**src/hw/rtl/psfp_pkg.sv**
```systemverilog
// package: constants and types for the particle sensor frame parser
`timescale 1ns / 1ps
package psfp_pkg;

	localparam int FRAME_BYTES     = 32;
	localparam int POS_W           = $clog2(FRAME_BYTES);
	localparam int VALUE_COUNT     = 12;
	localparam int VALUE_W         = 16;
	localparam int BYTE_W          = 8;
	localparam int IDX_W           = $clog2(VALUE_COUNT);
	localparam int FIRST_VALUE_POS = 4;

	localparam logic [BYTE_W-1:0]  HDR_FIRST  = 8'h42;
	localparam logic [BYTE_W-1:0]  HDR_SECOND = 8'h4D;
	localparam logic [VALUE_W-1:0] HDR_SUM    = 16'h008F;

	localparam logic [POS_W-1:0] POS_SUM_END  = POS_W'(FRAME_BYTES - 2);
	localparam logic [POS_W-1:0] POS_LAST     = POS_W'(FRAME_BYTES - 1);
	localparam logic [POS_W-1:0] POS_FIRST_LO = POS_W'(FIRST_VALUE_POS + 1);
	localparam logic [POS_W-1:0] POS_VAL_BASE = POS_W'(FIRST_VALUE_POS);
	localparam logic [POS_W-1:0] POS_AFTER_HDR1 = POS_W'(1);
	localparam logic [POS_W-1:0] POS_AFTER_HDR2 = POS_W'(2);

	typedef logic [VALUE_COUNT-1:0][VALUE_W-1:0] meas_t;

	typedef struct packed {
		logic  valid;
		meas_t values;
	} result_t;

endpackage

```
**src/hw/rtl/psfp_byte_if.sv**
```systemverilog
// interface: received byte channel
`timescale 1ns / 1ps
interface psfp_byte_if;
	import psfp_pkg::*;

	logic              valid;
	logic              ready;
	logic [BYTE_W-1:0] rx_byte;

	modport source (output valid, output rx_byte, input ready);
	modport sink   (input valid, input rx_byte, output ready);
endinterface

```
**src/hw/rtl/psfp_meas_if.sv**
```systemverilog
// interface: measurement result channel
`timescale 1ns / 1ps
interface psfp_meas_if;
	import psfp_pkg::*;

	logic               valid;
	logic               ready;
	logic [VALUE_W-1:0] pm1p0_standard;
	logic [VALUE_W-1:0] pm2p5_standard;
	logic [VALUE_W-1:0] pm10_standard;
	logic [VALUE_W-1:0] pm1p0_atmos;
	logic [VALUE_W-1:0] pm2p5_atmos;
	logic [VALUE_W-1:0] pm10_atmos;
	logic [VALUE_W-1:0] count_0p3;
	logic [VALUE_W-1:0] count_0p5;
	logic [VALUE_W-1:0] count_1p0;
	logic [VALUE_W-1:0] count_2p5;
	logic [VALUE_W-1:0] count_5p0;
	logic [VALUE_W-1:0] count_10;

	modport source (output valid, input ready, output pm1p0_standard, output pm2p5_standard,
		output pm10_standard, output pm1p0_atmos, output pm2p5_atmos, output pm10_atmos,
		output count_0p3, output count_0p5, output count_1p0, output count_2p5,
		output count_5p0, output count_10);
	modport sink (input valid, output ready, input pm1p0_standard, input pm2p5_standard,
		input pm10_standard, input pm1p0_atmos, input pm2p5_atmos, input pm10_atmos,
		input count_0p3, input count_0p5, input count_1p0, input count_2p5,
		input count_5p0, input count_10);
endinterface

```
**src/hw/rtl/particle_sensor_frame_parser.sv**
```systemverilog
// top level: particle sensor serial frame parser
//
//  port   dir   payload                               item
//  rx     sink  rx_byte [7:0]                         one received byte
//  meas   src   twelve 16-bit measurements            one checked frame
//
// one byte per cycle unless a held result stalls the parser; a byte waits in
// the input register until the parser folds it into the frame state
// the last byte's result reaches meas via the input and result registers
// reset clears phase, position, sum, held byte and both valid flags
// a held result stalls the parser, and rx.ready drops once the input
// register is also full
`timescale 1ns / 1ps
module particle_sensor_frame_parser
	import psfp_pkg::*;
(
	input  logic        clk,
	input  logic        arst_n,
	psfp_byte_if.sink   rx,
	psfp_meas_if.source meas
);

	logic              vld_s1;
	logic [BYTE_W-1:0] byte_s1;
	logic              free;
	logic              take;
	result_t           result;

	assign take = vld_s1 && free;

	psfp_in_reg u_in_reg (
		.clk     (clk),
		.arst_n  (arst_n),
		.rx      (rx),
		.take    (take),
		.vld_s1  (vld_s1),
		.byte_s1 (byte_s1)
	);

	psfp_parser u_parser (
		.clk     (clk),
		.arst_n  (arst_n),
		.take    (take),
		.byte_s1 (byte_s1),
		.result  (result)
	);

	psfp_out_reg u_out_reg (
		.clk    (clk),
		.arst_n (arst_n),
		.result (result),
		.free   (free),
		.meas   (meas)
	);

endmodule

```
**src/hw/rtl/psfp_in_reg.sv**
```systemverilog
// input register: holds one received byte until the parser takes it
`timescale 1ns / 1ps
module psfp_in_reg
	import psfp_pkg::*;
(
	input  logic              clk,
	input  logic              arst_n,
	psfp_byte_if.sink         rx,
	input  logic              take,
	output logic              vld_s1,
	output logic [BYTE_W-1:0] byte_s1
);

	logic accept;

	assign rx.ready = !vld_s1 || take;
	assign accept   = rx.valid && rx.ready;

	always_ff @(posedge clk or negedge arst_n) begin
		if (!arst_n) begin
			vld_s1 <= 1'b0;
		end else if (accept) begin
			vld_s1 <= 1'b1;
		end else if (take) begin
			vld_s1 <= 1'b0;
		end
	end

	always_ff @(posedge clk) begin
		if (accept) begin
			byte_s1 <= rx.rx_byte;
		end
	end

endmodule

```
**src/hw/rtl/psfp_parser.sv**
```systemverilog
// frame parser: header hunt, checksum sum and measurement capture
`timescale 1ns / 1ps
module psfp_parser
	import psfp_pkg::*;
(
	input  logic              clk,
	input  logic              arst_n,
	input  logic              take,
	input  logic [BYTE_W-1:0] byte_s1,
	output result_t           result
);

	typedef enum logic [1:0] {
		PH_HUNT,
		PH_GOT_FIRST,
		PH_BODY
	} phase_t;

	phase_t              phase_q, phase_d;
	logic [POS_W-1:0]    pos_q, pos_d;
	logic [VALUE_W-1:0]  sum_q, sum_d;
	logic [BYTE_W-1:0]   held_q, held_d;
	meas_t               values_q;
	logic                wr_en;
	logic [POS_W-1:0]    val_off;
	logic [IDX_W-1:0]    wr_idx;
	logic [VALUE_W-1:0]  pair;
	logic                good;

	assign pair    = {held_q, byte_s1};
	assign val_off = pos_q - POS_VAL_BASE;
	assign wr_idx  = val_off[IDX_W:1];

	always_comb begin
		phase_d = phase_q;
		pos_d   = pos_q;
		sum_d   = sum_q;
		held_d  = held_q;
		wr_en   = 1'b0;
		good    = 1'b0;
		case (phase_q)
			PH_GOT_FIRST: begin
				if (byte_s1 == HDR_SECOND) begin
					phase_d = PH_BODY;
					sum_d   = HDR_SUM;
					pos_d   = POS_AFTER_HDR2;
				end else if (byte_s1 != HDR_FIRST) begin
					phase_d = PH_HUNT;
					pos_d   = '0;
					sum_d   = '0;
					held_d  = '0;
				end
			end
			PH_BODY: begin
				if (pos_q == POS_LAST) begin
					good    = (pair == sum_q);
					phase_d = PH_HUNT;
					pos_d   = '0;
					sum_d   = '0;
					held_d  = '0;
				end else begin
					if (pos_q < POS_SUM_END) begin
						sum_d = sum_q + VALUE_W'(byte_s1);
					end
					if (!pos_q[0]) begin
						held_d = byte_s1;
					end else if (pos_q >= POS_FIRST_LO && val_off[POS_W-1:1] <
						(POS_W-1)'(VALUE_COUNT)) begin
						wr_en = 1'b1;
					end
					pos_d = pos_q + 1'b1;
				end
			end
			default: begin
				pos_d  = '0;
				sum_d  = '0;
				held_d = '0;
				if (byte_s1 == HDR_FIRST) begin
					phase_d = PH_GOT_FIRST;
					pos_d   = POS_AFTER_HDR1;
				end else begin
					phase_d = PH_HUNT;
				end
			end
		endcase
	end

	always_ff @(posedge clk or negedge arst_n) begin
		if (!arst_n) begin
			phase_q <= PH_HUNT;
			pos_q   <= '0;
			sum_q   <= '0;
			held_q  <= '0;
		end else if (take) begin
			phase_q <= phase_d;
			pos_q   <= pos_d;
			sum_q   <= sum_d;
			held_q  <= held_d;
		end
	end

	always_ff @(posedge clk) begin
		if (take && wr_en) begin
			values_q[wr_idx] <= pair;
		end
	end

	assign result.valid  = take && good;
	assign result.values = values_q;

endmodule

```
**src/hw/rtl/psfp_out_reg.sv**
```systemverilog
// result register: holds one measurement set until the sink takes it
`timescale 1ns / 1ps
module psfp_out_reg
	import psfp_pkg::*;
(
	input  logic       clk,
	input  logic       arst_n,
	input  result_t    result,
	output logic       free,
	psfp_meas_if.source meas
);

	logic  vld_q;
	meas_t values_q;

	assign free = !vld_q || meas.ready;

	always_ff @(posedge clk or negedge arst_n) begin
		if (!arst_n) begin
			vld_q <= 1'b0;
		end else if (result.valid) begin
			vld_q <= 1'b1;
		end else if (meas.ready) begin
			vld_q <= 1'b0;
		end
	end

	always_ff @(posedge clk) begin
		if (result.valid) begin
			values_q <= result.values;
		end
	end

	assign meas.valid          = vld_q;
	assign meas.pm1p0_standard = values_q[0];
	assign meas.pm2p5_standard = values_q[1];
	assign meas.pm10_standard  = values_q[2];
	assign meas.pm1p0_atmos    = values_q[3];
	assign meas.pm2p5_atmos    = values_q[4];
	assign meas.pm10_atmos     = values_q[5];
	assign meas.count_0p3      = values_q[6];
	assign meas.count_0p5      = values_q[7];
	assign meas.count_1p0      = values_q[8];
	assign meas.count_2p5      = values_q[9];
	assign meas.count_5p0      = values_q[10];
	assign meas.count_10       = values_q[11];

endmodule
```
**src/flat_wrapper.sv**
```systemverilog
// flat-port wrapper written by rule: the top's interface ports become plain ports
module particle_sensor_frame_parser_flat import psfp_pkg::*;
  (clk, arst_n, rx_valid, rx_rx_byte, rx_ready, meas_valid, meas_ready, meas_pm1p0_standard, meas_pm2p5_standard, meas_pm10_standard, meas_pm1p0_atmos, meas_pm2p5_atmos, meas_pm10_atmos, meas_count_0p3, meas_count_0p5, meas_count_1p0, meas_count_2p5, meas_count_5p0, meas_count_10);
  psfp_byte_if rx_i ();
  psfp_meas_if meas_i ();
  input  logic clk;
  input  logic arst_n;
  input wire logic [$bits(rx_i.valid)-1:0] rx_valid;
  input wire logic [$bits(rx_i.rx_byte)-1:0] rx_rx_byte;
  output wire logic [$bits(rx_i.ready)-1:0] rx_ready;
  output wire logic [$bits(meas_i.valid)-1:0] meas_valid;
  input wire logic [$bits(meas_i.ready)-1:0] meas_ready;
  output wire logic [$bits(meas_i.pm1p0_standard)-1:0] meas_pm1p0_standard;
  output wire logic [$bits(meas_i.pm2p5_standard)-1:0] meas_pm2p5_standard;
  output wire logic [$bits(meas_i.pm10_standard)-1:0] meas_pm10_standard;
  output wire logic [$bits(meas_i.pm1p0_atmos)-1:0] meas_pm1p0_atmos;
  output wire logic [$bits(meas_i.pm2p5_atmos)-1:0] meas_pm2p5_atmos;
  output wire logic [$bits(meas_i.pm10_atmos)-1:0] meas_pm10_atmos;
  output wire logic [$bits(meas_i.count_0p3)-1:0] meas_count_0p3;
  output wire logic [$bits(meas_i.count_0p5)-1:0] meas_count_0p5;
  output wire logic [$bits(meas_i.count_1p0)-1:0] meas_count_1p0;
  output wire logic [$bits(meas_i.count_2p5)-1:0] meas_count_2p5;
  output wire logic [$bits(meas_i.count_5p0)-1:0] meas_count_5p0;
  output wire logic [$bits(meas_i.count_10)-1:0] meas_count_10;
  assign rx_i.valid = rx_valid;
  assign rx_i.rx_byte = rx_rx_byte;
  assign rx_ready = rx_i.ready;
  assign meas_valid = meas_i.valid;
  assign meas_i.ready = meas_ready;
  assign meas_pm1p0_standard = meas_i.pm1p0_standard;
  assign meas_pm2p5_standard = meas_i.pm2p5_standard;
  assign meas_pm10_standard = meas_i.pm10_standard;
  assign meas_pm1p0_atmos = meas_i.pm1p0_atmos;
  assign meas_pm2p5_atmos = meas_i.pm2p5_atmos;
  assign meas_pm10_atmos = meas_i.pm10_atmos;
  assign meas_count_0p3 = meas_i.count_0p3;
  assign meas_count_0p5 = meas_i.count_0p5;
  assign meas_count_1p0 = meas_i.count_1p0;
  assign meas_count_2p5 = meas_i.count_2p5;
  assign meas_count_5p0 = meas_i.count_5p0;
  assign meas_count_10 = meas_i.count_10;
  particle_sensor_frame_parser u_core (.clk(clk), .arst_n(arst_n), .rx(rx_i), .meas(meas_i));
endmodule
```
**config.mk**
```make
export PLATFORM = sky130hd
export DESIGN_NAME = particle_sensor_frame_parser_flat
export DESIGN_NICKNAME = d
export VERILOG_FILES = /design/src/hw/rtl/psfp_pkg.sv /design/src/hw/rtl/psfp_byte_if.sv /design/src/hw/rtl/psfp_meas_if.sv /design/src/hw/rtl/particle_sensor_frame_parser.sv /design/src/hw/rtl/psfp_in_reg.sv /design/src/hw/rtl/psfp_parser.sv /design/src/hw/rtl/psfp_out_reg.sv /design/src/flat_wrapper.sv
export SDC_FILE = /design/constraint.sdc
export NUM_CORES = 1
export LEC_CHECK = 0
export ABC_AREA = 1
export BUFFER_PORTS_ARGS = -buffer_cell sky130_fd_sc_hd__buf_2
export CORE_UTILIZATION = 49
export DETAILED_ROUTE_END_ITERATION = 8
export PLACE_DENSITY = 0.7
export SLEW_MARGIN = 20
export SYNTH_ARGS = -nofsm -noshare
export SYNTH_HDL_FRONTEND = slang
export SYNTH_HIERARCHICAL = 1
export SYNTH_SLANG_ARGS = --single-unit
```
**constraint.sdc**
```tcl
create_clock -name clk -period 15.9 [get_ports clk]
set_input_delay 1.59 -clock clk [delete_from_list [all_inputs] [get_ports clk]]
set_output_delay 1.59 -clock clk [all_outputs]
set_load 0.02 [all_outputs]
```
# After elaboration in Yosys (flattened, before gate mapping)
# Cells that the tools add are included.
dict set report word_totals {
  register_bits 425
  inputBits 12
  out_inout_bits 194
  word_cells 101
}
dict set report classes {
  n_addsub 3
  magnitude_cmp 5
  eq_ne 13
  mux 33
  n_reduce_logical 16
}
# operator n
set op_table {}
lappend op_table {{$bwmux 192} 1}
lappend op_table {{$mux 16} 5}
lappend op_table {{$demux 16 s4} 1}
lappend op_table {{$mux 8} 4}
lappend op_table {{$pmux 16 s2} 1}
lappend op_table {{$add 16x8->16} 1}
lappend op_table {{$eq 16x16->1} 1}
lappend op_table {{$eq 8x7->1 const B} 2}
lappend op_table {{$pmux 8 s2} 1}
lappend op_table {{$mux 5} 3}
lappend op_table {{$mux 1} 12}
lappend op_table {{$pmux 5 s2} 1}
lappend op_table {{$ne 3x3->1 const B} 3}
lappend op_table {{$ne 8x7->1 const B} 1}
lappend op_table {{$logic_and 1x1->1} 6}
lappend op_table {{$mux 2} 3}
lappend op_table {{$ne 2x2->1 const B} 3}
lappend op_table {{$reduce_and 3->1} 2}
lappend op_table {{$add 5x1->5 const B} 1}
lappend op_table {{$eq 5x5->1 const B} 1}
lappend op_table {{$ge 5x3->1 const B} 1}
lappend op_table {{$lt 4x5->1 const B} 1}
lappend op_table {{$lt 5x5->1 const B} 1}
lappend op_table {{$sub 5x3->5 const B} 1}
lappend op_table {{other kinds (10)} 13}

# Longest topological paths before layout
dict set report depth {
  depth_word 8
  ltp_mapped 12
  depth_no_buf 12
}

# Cells and area by module
# Netlist, hierarchy kept.
# module instances cells_per_inst area_per_inst_um2 seq_area_each_um2
set by_module_without_submodules {}
lappend by_module_without_submodules {psfp_parser 1 554 8315.5 6541.3}
lappend by_module_without_submodules {psfp_out_reg 1 197 5810.6 5790.6}
lappend by_module_without_submodules {psfp_in_reg 1 14 285.3 265.3}
lappend by_module_without_submodules {particle_sensor_frame_parser 1 2 7.5 0.0}

# Worst setup path before layout
# Ideal clock, no wire load.
dict set report synth_timing {
  path_kind {input to register}
  start {input port meas_ready}
  end {register u_core.u_out_reg.values_q, in the netlist u_core/u_out_reg/meas.count_0p3[0] (enable)}
  setup_ns 0.748
  t_arrival_ns 10.426
  t_required_ns 15.152
  path_slack_ns 4.726
  stages 9
  path_buffers 0
  path_cell_list {inv_1 > nand2_2 > nand2_1 > inv_1 > inv_1 > nor4_1 > nor3b_1 > nand2_1 > nor2_1}
}
# element line
set synth_lines {}
lappend synth_lines {{from (decl)} flat_wrapper.sv:12} ;# input wire logic [$bits(meas_i.ready)-1:0] meas_ready;
lappend synth_lines {{to (signal assigned)} psfp_out_reg.sv:30} ;# values_q <= result.values;
lappend synth_lines {{to (decl)} psfp_out_reg.sv:14} ;# meas_t values_q;

==> results.json <==
{
  "path_cells": "buf_2 -> inv_1 -> nand2_2 -> nand2_1 -> inv_1 -> inv_1 -> nor4_1 -> nor3b_1 -> nand2_1 -> nor2_4 -> buf_4",
  "switchingPower_mw": 0.410,
  "die_h_um": 174,
  "firstDrtPassIters": 5,
  "p_per_area_nw_per_um2": 124,
  "ir_drop_mv": 0.0766,
  "drc": 0,
  "finalSetupTns_ns": 0,
  "crit_arrival_ns": 4.57,
  "dp_cells": 1354,
  "regToRegSetupSlack_ns": 11.75,
  "std_cell_rows": 62,
  "synth_cell_types": 36,
  "synth_edf_count": 392,
  "ys_seq_area_frac": 0.874,
  "hold_buffers": 0,
  "pwr-share-clk": 0.419,
  "setup_ws_ns": 11.47,
  "ant_nets": 0,
  "synth_warnings": 6,
  "max-clock-path-buffers": 3,
  "grt_pass1_wl_um": 41000,
  "cts_setup_buffers": 0,
  "cts_tree": "yes",
  "required_ns": 16.04,
  "grt-ovfl-total": 0,
  "slew_viol_final": 0,
  "critPathSlowestCell": "buf_4",
  "cp-endpoint": "u_core/u_out_reg/meas.count_10[10]$_DFFE_PP_",
  "synth_cells": 767,
  "dp_hpwl_um": 17300,
  "reg2reg_depth": 7,
  "drv_cap": 0,
  "final_cell_mix": "edfxtp_1 (392), buf_2 (205), nand2_1 (91)",
  "cp-end-kind": "register",
  "cp_slowest_stage_delay_ns": 0.93,
  "crit_path_start_kind": "input port",
  "clock_latency_ns": 0.53,
  "routedWlPerCell_um": 19.6,
  "ios": 206,
  "avgSynthCellArea_um2": 18.8,
  "hold_viol_final": 0,
  "synthFlopType": "edfxtp_1",
  "final_cells": 1425,
  "port-buffer-count": 205,
  "p_leak_nw": 5.80,
  "track_usage": 0.186,
  "path_max_fanout": 86,
  "layout-drive-gt1-share": 0.293,
  "root_buffer": "clkbuf_16",
  "num_vias": 7023,
  "start_util": 0.500,
  "synth-seq-cells": 425,
  "antenna_cells": 0,
  "fp.coreArea_um2": 28900,
  "hp-class": "reg -> reg",
  "design_area_um2": 17200,
  "drtIter0Drc": 629,
  "crit_path_frequent_cell": "inv_1",
  "place_ws_ns": 10.92,
  "die_w_um": 174,
  "finClkSkew_ns": 0.0139,
  "switching_share": 0.193,
  "async_flop_share": 0.0776,
  "placed_cell_area_um2": 16000,
  "reg2reg_to": "u_core/u_out_reg/meas.count_10[10]$_DFFE_PP_",
  "clk_pin_slew_worst_paths_ns": 0.06,
  "tightestPinTransition_ns": 1.10,
  "syn_nets": 796,
  "cts.sinks": 425,
  "cts_resized": 0,
  "vias_per_cell": 4.93,
  "numCtsBuffers": 39,
  "layout-area-overhead-vs-synth_pct": 19.4,
  "rr_startpoint": "u_core/u_in_reg/byte_s1[3]$_DFFE_PP_",
  "critical_path_class": "in -> reg",
  "final_common_cell": "edfxtp_1",
  "slew_headroom": 0.265,
  "post-route-min-period_ns": 4.43,
  "dieArea_um2": 30100,
  "routed_wl_um": 27900,
  "seq_power_share": 0.572,
  "synthesis.area_um2": 14400,
  "min_path_cells": 0,
  "timing.hold.ws_ns": 0.413,
  "antenna_found_initial": 0,
  "finalSetupViolations": 0,
  "grt_max_degree": 87,
  "combPwrFrac": 0.009,
  "nNetsFinal": 1040,
  "status": "finished clean",
  "ctsHtreeMaxLevel": 2,
  "startpoint": "meas_ready",
  "power.internal_mw": 1.72,
  "grt_pass1_vias": 6850,
  "rsz0062_at_grt": "no",
  "gp_congestion": 0.845,
  "max_freq_ghz": 0.226,
  "period_share": 0.279
}
-- sequential cells by signal, summed over array words and instances, names as in the netlist --
register,count
u_core/u_out_reg/meas.count_0p3,16
u_core/u_out_reg/meas.pm2p5_atmos,16
u_core/u_out_reg/meas.count_1p0,16
u_core/u_parser/pos_q,5
u_core/u_out_reg/meas.count_10,16
u_core/u_parser/sum_q,16
u_core/u_out_reg/meas.pm2p5_standard,16
u_core/u_out_reg/meas.pm1p0_atmos,16
u_core/u_parser/held_q,8
u_core/u_out_reg/meas.count_5p0,16
u_core/u_out_reg/meas.count_0p5,16
u_core/u_in_reg/byte_s1,8
u_core/u_out_reg/meas.count_2p5,16
u_core/u_parser/phase_q,2
u_core/u_out_reg/meas.pm10_atmos,16
u_core/u_in_reg/vld_s1,1
u_core/u_out_reg/meas.pm1p0_standard,16
u_core/u_out_reg/meas.valid,1
u_core/u_out_reg/meas.pm10_standard,16
u_core/u_parser/result,192
-- through the flow --
| step | total power [mW] | utilization |
|---|---|---|
| after global placement | 1.26 | 0.553 |
| after CTS | 2.15 | 0.596 |
| final | 2.13 | 0.597 |
| after detailed placement | 1.26 | 0.553 |
| after global routing | 2.19 | 0.597 |
| after floorplan | 1.25 | - |
-- routing by layer --
metal | share of wire | routed length (um) | vias to the layer above | global-route usage
li1 | - | - | 3275 | -
met1 | 0.43 | 12000 | 3419 | 0.253
met2 | 0.49 | 13600 | 273 | 0.308
met3 | 0.059 | 1650 | 56 | 0.0307
met4 | 0.022 | 616 | 0 | 0.0601
met5 | 0 | 0 | - | 0
-- synth_stat cells (5+ instances only) --
| master | instances | area share |
|---|---|---|
| ha_1 | 16 | 0.014 |
| o21ai_0 | 22 | 0.0076 |
| nand2_1 | 91 | 0.024 |
| nor2_1 | 37 | 0.0096 |
| nand2_2 | 6 | 0.0026 |
| dfrtp_1 | 33 | 0.057 |
| nand4_1 | 5 | 0.0022 |
| a21oi_1 | 11 | 0.0038 |
| inv_1 | 63 | 0.016 |
| nand3_1 | 36 | 0.012 |
| xor2_1 | 7 | 0.0043 |
| edfxtp_1 | 392 | 0.82 |
| nor3_1 | 5 | 0.0017 |
| nor2_4 | 5 | 0.0039 |
-- critical path: cells and delay by family --
kind	cells	cell delay (ns)
buffers and inverters	5	1.41
and+or+nand+nor	6	1.50
-- power groups by stage --
stage                     clock [mW]  sequential [mW]  combinational (mW)
final                          0.892             1.22              0.0197
after global routing           0.949             1.22              0.0218
after CTS                      0.908             1.22              0.0197
after detailed placement           0             1.24              0.0195
after floorplan                    0             1.24              0.0131
after global placement             0             1.24              0.0192
-- how the worst min path moves through the flow --
stage,start,endpoint
after CTS,u_core/u_parser/result[148]$_DFFE_PP_,u_core/u_out_reg/meas.count_2p5[4]$_DFFE_PP_
after floorplan,u_core/u_parser/result[96]$_DFFE_PP_,u_core/u_out_reg/meas.count_0p3[0]$_DFFE_PP_
after global placement,u_core/u_parser/result[188]$_DFFE_PP_,u_core/u_out_reg/meas.count_10[12]$_DFFE_PP_
after detailed placement,u_core/u_parser/result[112]$_DFFE_PP_,u_core/u_out_reg/meas.count_0p5[0]$_DFFE_PP_
final,u_core/u_parser/result[26]$_DFFE_PP_,u_core/u_out_reg/meas.pm2p5_standard[10]$_DFFE_PP_
after global routing,u_core/u_parser/result[148]$_DFFE_PP_,u_core/u_out_reg/meas.count_2p5[4]$_DFFE_PP_
-- kinds of logic after synthesis --
group | synth area share
flops | 0.874
simple gates | 0.0688
buf+inv | 0.0194
compound gates | 0.0156
fa+ha+maj | 0.0153
xor+xnor | 0.00720
-- area by class of cell --
cell class / instances / area (um^2)
Tap cell: 384 / 480
Inverter: 66 / 248
Sequential cell: 425 / 12600
Fill cell: 2131 / 11600
Clock inverter: 23 / 190
Timing Repair Buffer: 207 / 1040
Multi-Input combinational cell: 272 / 1620
Clock buffer: 48 / 1040
Power figures use the tool's default switching activity.
